## config.mk

```make
export PLATFORM = sky130hd
export DESIGN_NAME = ttdr_rem
export DESIGN_NICKNAME = d
export VERILOG_FILES = /design/src/hdl/ttdr_pkg.sv /design/src/hdl/ttdr_rem.sv
export VERILOG_INCLUDE_DIRS = /design/src /design/src/hdl
export SDC_FILE = /design/constraint.sdc
export NUM_CORES = 1
export LEC_CHECK = 0
export BUFFER_PORTS_ARGS = -buffer_cell sky130_fd_sc_hd__buf_2
export CAP_MARGIN = 20
export CORE_UTILIZATION = 40
export CTS_CLUSTER_SIZE = 25
export DETAILED_ROUTE_END_ITERATION = 7
export GPL_ROUTABILITY_DRIVEN = 0
export HOLD_SLACK_MARGIN = 0.15
export PLACE_DENSITY = 0.73
export SYNTH_ARGS = -nofsm -noshare
export SYNTH_HDL_FRONTEND = slang
export SYNTH_SLANG_ARGS = --single-unit
```

## constraint.sdc

```tcl
create_clock -name i_clk -period 12.1 [get_ports i_clk]
set_input_delay 2.42 -clock i_clk [delete_from_list [all_inputs] [get_ports i_clk]]
set_output_delay 2.42 -clock i_clk [all_outputs]
set_load 0.02 [all_outputs]
```

## src/hdl/transposition_table_depth_replace_defines.svh

```systemverilog
// Assertion macros shared by the transposition table top level and remainder unit.
`ifndef TRANSPOSITION_TABLE_DEPTH_REPLACE_DEFINES_SVH
`define TRANSPOSITION_TABLE_DEPTH_REPLACE_DEFINES_SVH

// Checked at every rising clock edge outside of reset.
`define TTDR_ASSERT(label, prop, msg) \
    label: assert property (@(posedge i_clk) disable iff (!i_rst_n) (prop)) else $error(msg);

// Checked at every rising clock edge, reset included.
`define TTDR_ASSERT_ALWAYS(label, prop, msg) \
    label: assert property (@(posedge i_clk) (prop)) else $error(msg);

`endif

```

## src/hdl/ttdr_pkg.sv

```systemverilog
// Shared types, widths and codes of the transposition table.
package ttdr_pkg;

    localparam int KEY_W   = 64;
    localparam int SCORE_W = 16;
    localparam int DEPTH_W = 8;
    localparam int KIND_W  = 8;
    localparam int MOVE_W  = 16;
    localparam int REQ_W   = 2;
    localparam int COUNT_W = 13;
    localparam int CFG_W   = 13;
    localparam int CFG_IDX_W = 1;

    localparam int SLOTS_DEF = 4096;

    localparam logic [REQ_W-1:0] REQ_STORE  = 2'd0;
    localparam logic [REQ_W-1:0] REQ_PROBE  = 2'd1;
    localparam logic [REQ_W-1:0] REQ_AGE    = 2'd2;
    localparam logic [REQ_W-1:0] REQ_UNUSED = 2'd3;

    localparam logic [CFG_IDX_W-1:0] CFG_SLOTS_IN_USE = 1'b0;
    localparam logic [CFG_IDX_W-1:0] CFG_EXACT_CODE   = 1'b1;

    localparam logic [CFG_W-1:0]  SLOTS_IN_USE_RST = 13'd4096;
    localparam logic [KIND_W-1:0] EXACT_CODE_RST   = 8'd0;

    typedef enum logic [2:0] {
        S_CLEAR,
        S_IDLE,
        S_DIV,
        S_LOOK,
        S_AGE,
        S_PUSH
    } t_state;

    typedef struct packed {
        logic [KEY_W-1:0]          key;
        logic signed [SCORE_W-1:0] score;
        logic [DEPTH_W-1:0]        depth;
        logic [KIND_W-1:0]         kind;
        logic [MOVE_W-1:0]         move;
    } t_entry;

    typedef struct packed {
        logic rd;
        logic we_valid;
        logic valid_val;
        logic we_old;
        logic old_val;
        logic we_data;
    } t_tbl_ctl;

endpackage

```

## src/hdl/ttdr_rem.sv

```systemverilog
// Bit-serial remainder unit: 64-bit key modulo the table size, one key bit per cycle.
`include "transposition_table_depth_replace_defines.svh"

module ttdr_rem #(
    parameter int SW = 13
) (
    input  logic                       i_clk,
    input  logic                       i_rst_n,
    input  logic                       i_start,
    input  logic [ttdr_pkg::KEY_W-1:0] i_key,
    input  logic [SW-1:0]              i_den,
    output logic                       o_done,
    output logic [SW-1:0]              o_rem
);
    import ttdr_pkg::*;

    localparam int CW = $clog2(KEY_W);

    logic [KEY_W-1:0] r_key;
    logic [SW-1:0]    r_den;
    logic [SW-1:0]    r_rem;
    logic [CW-1:0]    r_cnt;
    logic             r_run;
    logic             r_done;

    logic [SW:0]      w_trial;
    logic [SW:0]      w_diff;
    logic [SW-1:0]    n_rem;

    // One restoring step: shift the next key bit in, subtract if it fits.
    always_comb begin
        w_trial = {r_rem, r_key[r_cnt]};
        w_diff  = w_trial - {1'b0, r_den};
        if (w_trial >= {1'b0, r_den}) begin
            n_rem = w_diff[SW-1:0];
        end else begin
            n_rem = w_trial[SW-1:0];
        end
    end

    always_ff @(posedge i_clk) begin
        if (!i_rst_n) begin
            r_run  <= 1'b0;
            r_done <= 1'b0;
            r_cnt  <= '0;
        end else if (i_start) begin
            r_run  <= 1'b1;
            r_done <= 1'b0;
            r_cnt  <= CW'(KEY_W - 1);
        end else if (r_run) begin
            r_cnt <= r_cnt - 1'b1;
            if (r_cnt == '0) begin
                r_run  <= 1'b0;
                r_done <= 1'b1;
            end
        end
    end

    always_ff @(posedge i_clk) begin
        if (i_start) begin
            r_key <= i_key;
            r_den <= i_den;
            r_rem <= '0;
        end else if (r_run) begin
            r_rem <= n_rem;
        end
    end

    assign o_done = r_done;
    assign o_rem  = r_rem;

    `TTDR_ASSERT(a_start_clears_done, i_start |=> !o_done, "remainder reported done right after start")
    `TTDR_ASSERT(a_rem_below_den, r_run |-> (r_rem < r_den), "partial remainder reached the divisor")
    `TTDR_ASSERT(a_last_step_done, (r_run && r_cnt == '0 && !i_start) |=> (o_done && !r_run), "last step did not finish the remainder")

endmodule

```

# ---- After elaboration in Yosys (flattened, before gate mapping)
# Index checks and enable logic that the tools add are counted.
# W data, S select, Z words.
dict set report word_totals {
  ff_bits 98
  latch_bits 0
  ram_bits 0
  mem_bits_ro 0
  input_bits 80
  out_inout_bits 14
  wordCells 23
  memories 0
}
dict set report op_classes {
  add_sub_neg 2
  n_mul 0
  div_mod_pow 0
  magnitude_cmp 2
  n_eq_ne 0
  shifts 0
  muxes 8
  n_bitwise 1
  n_reduce_logical 4
}
# operator count
set op_table {}
lappend op_table {{$ge A14 B13 Y1} 1}
lappend op_table {{$mux W13} 1}
lappend op_table {{$sub A13 B13 Y13} 1}
lappend op_table {{$mux W6} 2}
lappend op_table {{$lt A6 B7 Y1 const B} 1}
lappend op_table {{$bmux W1 S6} 1}
lappend op_table {{$logic_not A6 Y1} 1}
lappend op_table {{$sub A6 B1 Y6 const B} 1}
lappend op_table {{$mux W1} 4}
lappend op_table {{$reduce_and A2 Y1} 1}
lappend op_table {{$reduce_bool A2 Y1} 1}
lappend op_table {{$reduce_or A2 Y1} 1}
lappend op_table {{$not A1 Y1} 1}

# ---- Longest topological paths before layout
# Gate-level depths: netlist of run 1.
dict set report depth {
  depth_word 4
  mapped_depth 18
  depth_no_buf 15
}

# ---- Least setup slack after synthesis of run 1
# OpenSTA, ideal clock, no wires.
dict set report synth_path {
  path_kind {reg2reg}
  start {reg r_cnt[0]}
  end {reg r_rem[10] (netlist: o_rem[10])}
  t_arrival_ns 3.776
  required_time_ns 12.009
  slack_ns 8.233
  path_stages_with_launch 19
  n_path_buf 3
  synth_period_minus_slack_ns 3.867
  cell_sequence {dfxtp_1 > buf_6 > buf_8 > mux4_2 > mux4_2 > nand2_1 > nand3_1 > o31ai_2 > ha_1 > inv_1 > fa_1 > a21o_1 > a21oi_1 > a21oi_1 > a211o_1 > inv_1 > clkbuf_1 > nand2_1 > a311oi_1}
}
dict set report synth_between {
  elab_chain_cells 4
}
# item line_no
set synth_rtl {}
lappend synth_rtl {{start, declared} ttdr_rem.sv:22} ;# logic [CW-1:0] r_cnt;
lappend synth_rtl {{start signal, assigned} ttdr_rem.sv:49} ;# r_cnt <= CW'(KEY_W - 1);
lappend synth_rtl {{start signal, assigned} ttdr_rem.sv:51} ;# r_cnt <= r_cnt - 1'b1;
lappend synth_rtl {{$bmux W1 S6 (*)} ttdr_rem.sv:32} ;# w_trial = {r_rem, r_key[r_cnt]};
lappend synth_rtl {{$mux W1 (implied by the code) (*)} ttdr_rem.sv:32}
lappend synth_rtl {{$sub A13 B13 Y13 / $ge A14 B13 Y1 (equally long branches)} {ttdr_rem.sv:33, ttdr_rem.sv:34}}
lappend synth_rtl {{$mux W13 (*)} ttdr_rem.sv:34} ;# if (w_trial >= {1'b0, r_den}) begin
lappend synth_rtl {{end signal, assigned} ttdr_rem.sv:65} ;# r_rem <= n_rem;
lappend synth_rtl {{end, declared} ttdr_rem.sv:21} ;# logic [SW-1:0] r_rem;
# Every way passes the cells marked *; elsewhere a longest branch is shown, timed or not. The select of a mux whose other input is x is not followed.
# A chain may end at the register's enable or synchronous reset.

# ---- Final worst setup path of run 1
dict set report layout_path {
  start {reg r_cnt[0]}
  end {reg r_rem[4] (netlist: o_rem[4])}
}
# Same word-level chain as after synthesis.

==> impl_metrics.tcl, run 1 <==
set metrics [dict create \
    end_kind "flop" \
    yosysWarnings 0 \
    drc 0 \
    swShare_pct 26.8 \
    cts_made_buffers 9 \
    synthCells 313 \
    cts_tree "yes" \
    finalClockSkew_ns 0.0126 \
    antenna_found_initial 0 \
    drtPass1Iterations 5 \
    worstRegToRegCells 15 \
    cp_max_fo 17 \
    start_kind "flop" \
    whs_path_depth 2 \
    grt_pass1_vias 2969 \
    tns_ns 0 \
    r2r_start "r_cnt[0]" \
    cp-startpoint "r_cnt[0]" \
    cts.sinks 98 \
    drt_iter0_markers 111 \
    synthTopCellsByArea "edfxtp_1 (52%), dfxtp_1 (9.5%), mux4_1 (6.5%)" \
    tightest_slew_ns 0.873 \
    synth_top_area_share_pct 52.0 \
    ctsRootBufferMaster "clkbuf_8" \
    synth_top_family_by_area "multiplexers" \
    final_nets 501 \
    ys_seq_area_share_pct 61.5 \
    cts_hold_buf 0 \
    combPwrFrac_pct 17.6 \
    grt_first_pass_wirelength_um 13700 \
    post_cts_resized 0 \
    dieArea_mm2 0.0115 \
    synth.cell_area_mm2 0.00445 \
    avgSynthCellArea_um2 14.2 \
    grt_max_degree 73 \
    die_w_um 107 \
    p_clk_share_pct 28.3 \
    synth_most_common_cell "edfxtp_1" \
    cp.required_ns 12.37 \
    rows 38 \
    vias 2877 \
    ys_types 50 \
    synth_edf_count 77 \
    synth-xor-area-share_pct 2.95 \
    clk_transition_reported_paths_ns 0.10 \
    internal_power_w 0.000555 \
    outcome "completed" \
    htree_num_levels 3 \
    insertedDiodeCount 0 \
    fin_total_pwr_w 0.000758 \
    fin_crit_ns 4.81 \
    async_reset_ff_share_pct 0 \
    cap_violations 0 \
    power.leakage_nw 2.13 \
    vdd_drop_max_mv 0.130 \
    track_usage_pct 15.8 \
    hold_viol_final 0 \
    synthTopCellsByCount "edfxtp_1 (77), nand2_1 (28), dfxtp_1 (21), nor2_1 (20), inv_1 (17)" \
    ys_seq_elements 98 \
    wl_per_cell_um 15.2 \
    clk_path_buf_depth 2 \
    fmax_mhz 208 \
    hp-class "flop to flop" \
    num-fill-cells 966 \
    io_buffers 93 \
    yosysTopAreaCell "edfxtp_1" \
    ant_nets 0 \
    rsz0062_at_grt "false" \
    p_switching_w 0.000203 \
    initial_core_util_pct 41.0 \
    wirelength_um 8340 \
    synthMuxAreaShare_pct 10.5 \
    die_h_um 107 \
    synth-simple-area-share_pct 8.61 \
    hp-start "o_rem[5]" \
    place.detailed.hpwl_um 6010 \
    synth-adder-area-share_pct 4.67 \
    vias_per_cell 5.23 \
    drive_gt1_share_pct 29.3 \
    syn_nets 409 \
    power.density_mw_per_mm2 145 \
    worstSkewPairLatency_ns 0.37 \
    core-area_mm2 0.0108 \
    ys.flop_type "edfxtp_1" \
    io_pins 94 \
    min_period_over_period_pct 39.8 \
    syn_to_final_growth_pct 17.6 \
    grt-ovfl-total 0 \
    cp_data_arrival_time_ns 5.08 \
    slew_viol_final 0 \
    power_frac_seq_pct 54.1 \
    critical_path_class "flop to flop" \
    synth_compound_area_share_pct 8.67 \
    finalSetupViolCount 0 \
    max-slew-margin-rel_pct 41.7 \
    post_cts_buffers 0 \
]
## metal layers
| metal | vias to the layer above | routed length [µm] | global-route usage (%) |
|---|---|---|---|
| li1 | 1385 | - | - |
| met1 | 1398 | 3640 | 18.7 |
| met2 | 88 | 4080 | 27.0 |
| met3 | 6 | 551 | 5.51 |
| met4 | 0 | 58 | 4.99 |
| met5 | - | 0 | 0 |
## worst paths after layout
path                    to  slack (ns)
setup / recovery  o_rem[4]        7.29
hold / removal    o_rem[6]        0.52
setup reg to reg  o_rem[4]        7.29
hold reg to reg   o_rem[6]        0.52
## placed cells by master (no fill, tap or decap), types with 3 or more instances in the layout
cell type	n
nor2b_1	3
mux4_1	11
edfxtp_1	77
ha_1	15
nand2_1	28
a21oi_1	8
o21a_1	7
nor2_1	20
o21bai_1	3
buf_4	3
a311oi_1	10
xnor2_1	9
o22ai_1	5
nor3b_1	6
a21o_1	5
nor3_1	6
dfxtp_1	21
mux2i_1	3
inv_1	17
buf_2	92
xor2_1	6
nand3_1	5
clkbuf_8	9
mux4_2	6
## cells by family (layout without fill, tap and decap cells)
logic type	after synthesis	count (layout)
AO/OA/AOI/OAI	52	52
flip-flops	98	98
multiplexers	21	21
adder cells (fa/ha/maj)	16	16
XOR/XNOR	15	15
AND/OR/NAND/NOR	80	80
buffers and inverters	31	128
## power by group through the flow
stage	registers, W	clock network [W]	logic, W
floorplan	0.000413	0	0.0000959
global placement	0.000417	0	0.000130
detailed placement	0.000419	0	0.000134
CTS	0.000411	0.000221	0.000134
global route	0.000414	0.000235	0.000149
finish	0.000410	0.000214	0.000133
## area by class of cell
type / instances / area [µm²] / share of cell area [%]
flip-flops and latches: 98 / 2730 / 52.3
multi-input cells: 184 / 1570 / 30.1
repair buffers: 95 / 483 / 9.24
well taps: 140 / 175 / 3.35
clock buffers: 10 / 128 / 2.44
clock inverters: 6 / 72.6 / 1.39
inverters: 17 / 63.8 / 1.22
## stage by stage
step           instances  hold WS, ns  area (µm²)  setup slack, ns  util (%)
6_report             550        0.518        5230             7.29      48.2
2_1_floorplan        313        0.579        4450             8.23         -
4_1_cts              550        0.520        5230             7.25      48.2
3_5_place_dp         534        0.508        5030             7.28      46.4
3_3_place_gp         534        0.497        5030             7.54      46.4
5_1_grt              550        0.558        5230             6.96      48.2
## critical path, cell delays in order, from the launching register on
cell and delay (ns):
dfxtp_1 0.91, mux4_1 0.67, mux4_2 0.49, nand2_1 0.08, nand3_1 0.09, o31ai_2 0.09, ha_1 0.22, inv_1 0.06
fa_1 0.42, a21o_1 0.21, a21oi_1 0.23, a21oi_1 0.10, a211o_1 0.41, inv_1 0.37, nand2_1 0.09, a311oi_1 0.28
## sequential cells by signal, summed over array words and instances, names as in the netlist
name	flops
o_done	1
o_rem	13
r_cnt	6
r_run	1
r_den	13
r_key	64
Note: power is estimated with default switching activity, not from simulation.
==> run 2, diff against run 1 <==
--- a/config.mk
+++ b/config.mk
@@ -13,7 +13,7 @@
 export DETAILED_ROUTE_END_ITERATION = 7
 export GPL_ROUTABILITY_DRIVEN = 0
 export HOLD_SLACK_MARGIN = 0.15
-export PLACE_DENSITY = 0.73
+export PLACE_DENSITY = 0.75
 export SYNTH_ARGS = -nofsm -noshare
 export SYNTH_HDL_FRONTEND = slang
 export SYNTH_SLANG_ARGS = --single-unit
==> constraint.sdc (replaced) <==
create_clock -name i_clk -period 4.1 [get_ports i_clk]
set_input_delay 0.82 -clock i_clk [delete_from_list [all_inputs] [get_ports i_clk]]
set_output_delay 0.82 -clock i_clk [all_outputs]
set_load 0.02 [all_outputs]
==> run 2 against run 1 <==
Sequential power rose to 2.9 times the previous value. Critical endpoint is now o_rem[12]. Largest cell class unchanged. Via count up 0.63%. Sequential share of layout area down 1.0 points. Power rose to 3.0 times the previous value. Clock power rose to 3.0 times the previous value.
==> impl_metrics.tcl, run 2 (synthesis results as in run 1) <==
set metrics [dict create \
    antenna_found_initial 0 \
    critical_path_class "flop to flop" \
    fmax_mhz 256 \
    die_w_um 107 \
    io_buffers 93 \
    drt_iter0_markers 124 \
    cp.required_ns 4.35 \
    drtPass1Iterations 4 \
    initial_core_util_pct 41.0 \
    io_pins 94 \
    insertedDiodeCount 0 \
    cts_made_buffers 9 \
    fin_crit_ns 3.91 \
    cp_data_arrival_time_ns 4.16 \
    final_cell_mix "buf_2 (92), edfxtp_1 (77), nand2_1 (28)" \
    final_common_cell "buf_2" \
    grt_max_degree 49 \
    syn_to_final_growth_pct 20.1 \
    slew_viol_final 0 \
    power.leakage_nw 2.18 \
    power.density_mw_per_mm2 425 \
    core-area_mm2 0.0108 \
    ant_nets 0 \
    cts.sinks 98 \
    die_h_um 107 \
    cp.depth 15 \
    place.detailed.hpwl_um 6230 \
    track_usage_pct 15.4 \
    cpMostUsedCell "o31ai_2" \
    path_buf_inv 1 \
    final_nets 511 \
    cts_tree "yes" \
    vias 2895 \
    cp_max_fo 6 \
    worstPathCellList "mux4_1 -> mux4_2 -> nand2_1 -> nand3_1 -> o31ai_2 -> ha_2 -> inv_1 -> fa_2 -> a211oi_2 -> o21bai_2 -> a21oi_2 -> o21bai_1 -> o31ai_2 -> xnor2_1 -> a311o_1" \
    end_kind "flop" \
    dieArea_mm2 0.0115 \
    min_period_over_period_pct 95.4 \
    drive_gt1_share_pct 33.1 \
    wl_per_cell_um 15.0 \
    whs_path_depth 2 \
    outcome "completed" \
    finalSetupViolCount 0 \
    crit_slowest_cell "mux4_1" \
    finalClockSkew_ns 0.00621 \
    htree_num_levels 3 \
    start_kind "flop" \
    grt_first_pass_wirelength_um 13400 \
    worstSkewPairLatency_ns 0.36 \
    placed_area_mm2 0.00509 \
    cpPeakStageDelay_ns 0.56 \
    cap_violations 0 \
    dp_slack_ns -0.265 \
    rows 38 \
    drc 0 \
    final_cell_area_mm2 0.00534 \
    grt-ovfl-total 0 \
    top_register "r_key" \
    max-slew-margin-rel_pct 64.1 \
    clk_transition_reported_paths_ns 0.09 \
    hold_viol_final 0 \
    grt_pass1_vias 2929 \
    worstRegToRegCells 15 \
    vdd_drop_max_mv 0.249 \
    worst_slack_ns 0.188 \
    hp-class "flop to flop" \
    largest_reg_flops 64 \
    tightest_slew_ns 0.539 \
    clk_path_buf_depth 2 \
    wirelength_um 8410 \
    critPathTopFamily "compound AO/OA/AOI/OAI gates" \
    vias_per_cell 5.17 \
    ctsRootBufferMaster "clkbuf_8" \
]
run 2: metal layers:
metal  vias up  share of wire (%)  GRT usage, %
met3         9                5.8          4.06
met1      1380                 41          18.6
met4         0                1.0          4.79
li1       1409                  -             -
met2        97                 52          26.7
met5         -                  0             0
run 2: stage by stage:
| stage | util (%) | total power [W] | cells | TNS [ns] | hold slack [ns] |
|---|---|---|---|---|---|
| 6_report | 49.3 | 0.00227 | 560 | 0 | 0.516 |
| 5_1_grt | 49.3 | 0.00238 | 560 | -0.0131 | 0.545 |
| 4_1_cts | 49.0 | 0.00228 | 559 | 0 | 0.518 |
| 3_5_place_dp | 47.0 | 0.00165 | 543 | -0.728 | 0.509 |
| 3_3_place_gp | 47.0 | 0.00163 | 543 | 0 | 0.504 |
| 2_1_floorplan | - | 0.00150 | 313 | 0 | 0.579 |
run 2: final cells by class:
cell class | count | area, µm²
clock buffers | 10 | 128
clock inverters | 6 | 70.1
fillers | 969 | 5500
inverters | 17 | 63.8
multi-input cells | 184 | 1610
flip-flops and latches | 98 | 2740
well taps | 140 | 175
repair buffers | 105 | 562
run 2: path summary, 6_finish.rpt:
check / from / endpoint / slack [ns]
setup / recovery: r_cnt[0] / o_rem[12] / 0.19
hold reg to reg: o_rem[7] / o_rem[8] / 0.52
hold / removal: o_rem[7] / o_rem[8] / 0.52
setup reg to reg: r_cnt[0] / o_rem[12] / 0.19
run 2: repair_timing:
item,4_1_cts,5_1_grt
pin swaps,0,3
endpoints found under the setup margin,13,13
setup buffers,0,1
resized for setup,5,7
hold buffers,0,0
run 2: power breakdown:
part	switching [W]	internal (W)
logic	0.000225	0.000214
clock network	0.000343	0.000289
registers	0.0000411	0.00116
total	0.000609	0.00166
run 2: worst register-to-register path: stages (launching register included):
cell and delay (ns):
dfxtp_4 0.41, mux4_1 0.57, mux4_2 0.48, nand2_1 0.08, nand3_1 0.09, o31ai_2 0.10, ha_2 0.24, inv_1 0.05
fa_2 0.38, a211oi_2 0.25, o21bai_2 0.14, a21oi_2 0.19, o21bai_1 0.12, o31ai_2 0.25, xnor2_1 0.11, a311o_1 0.36
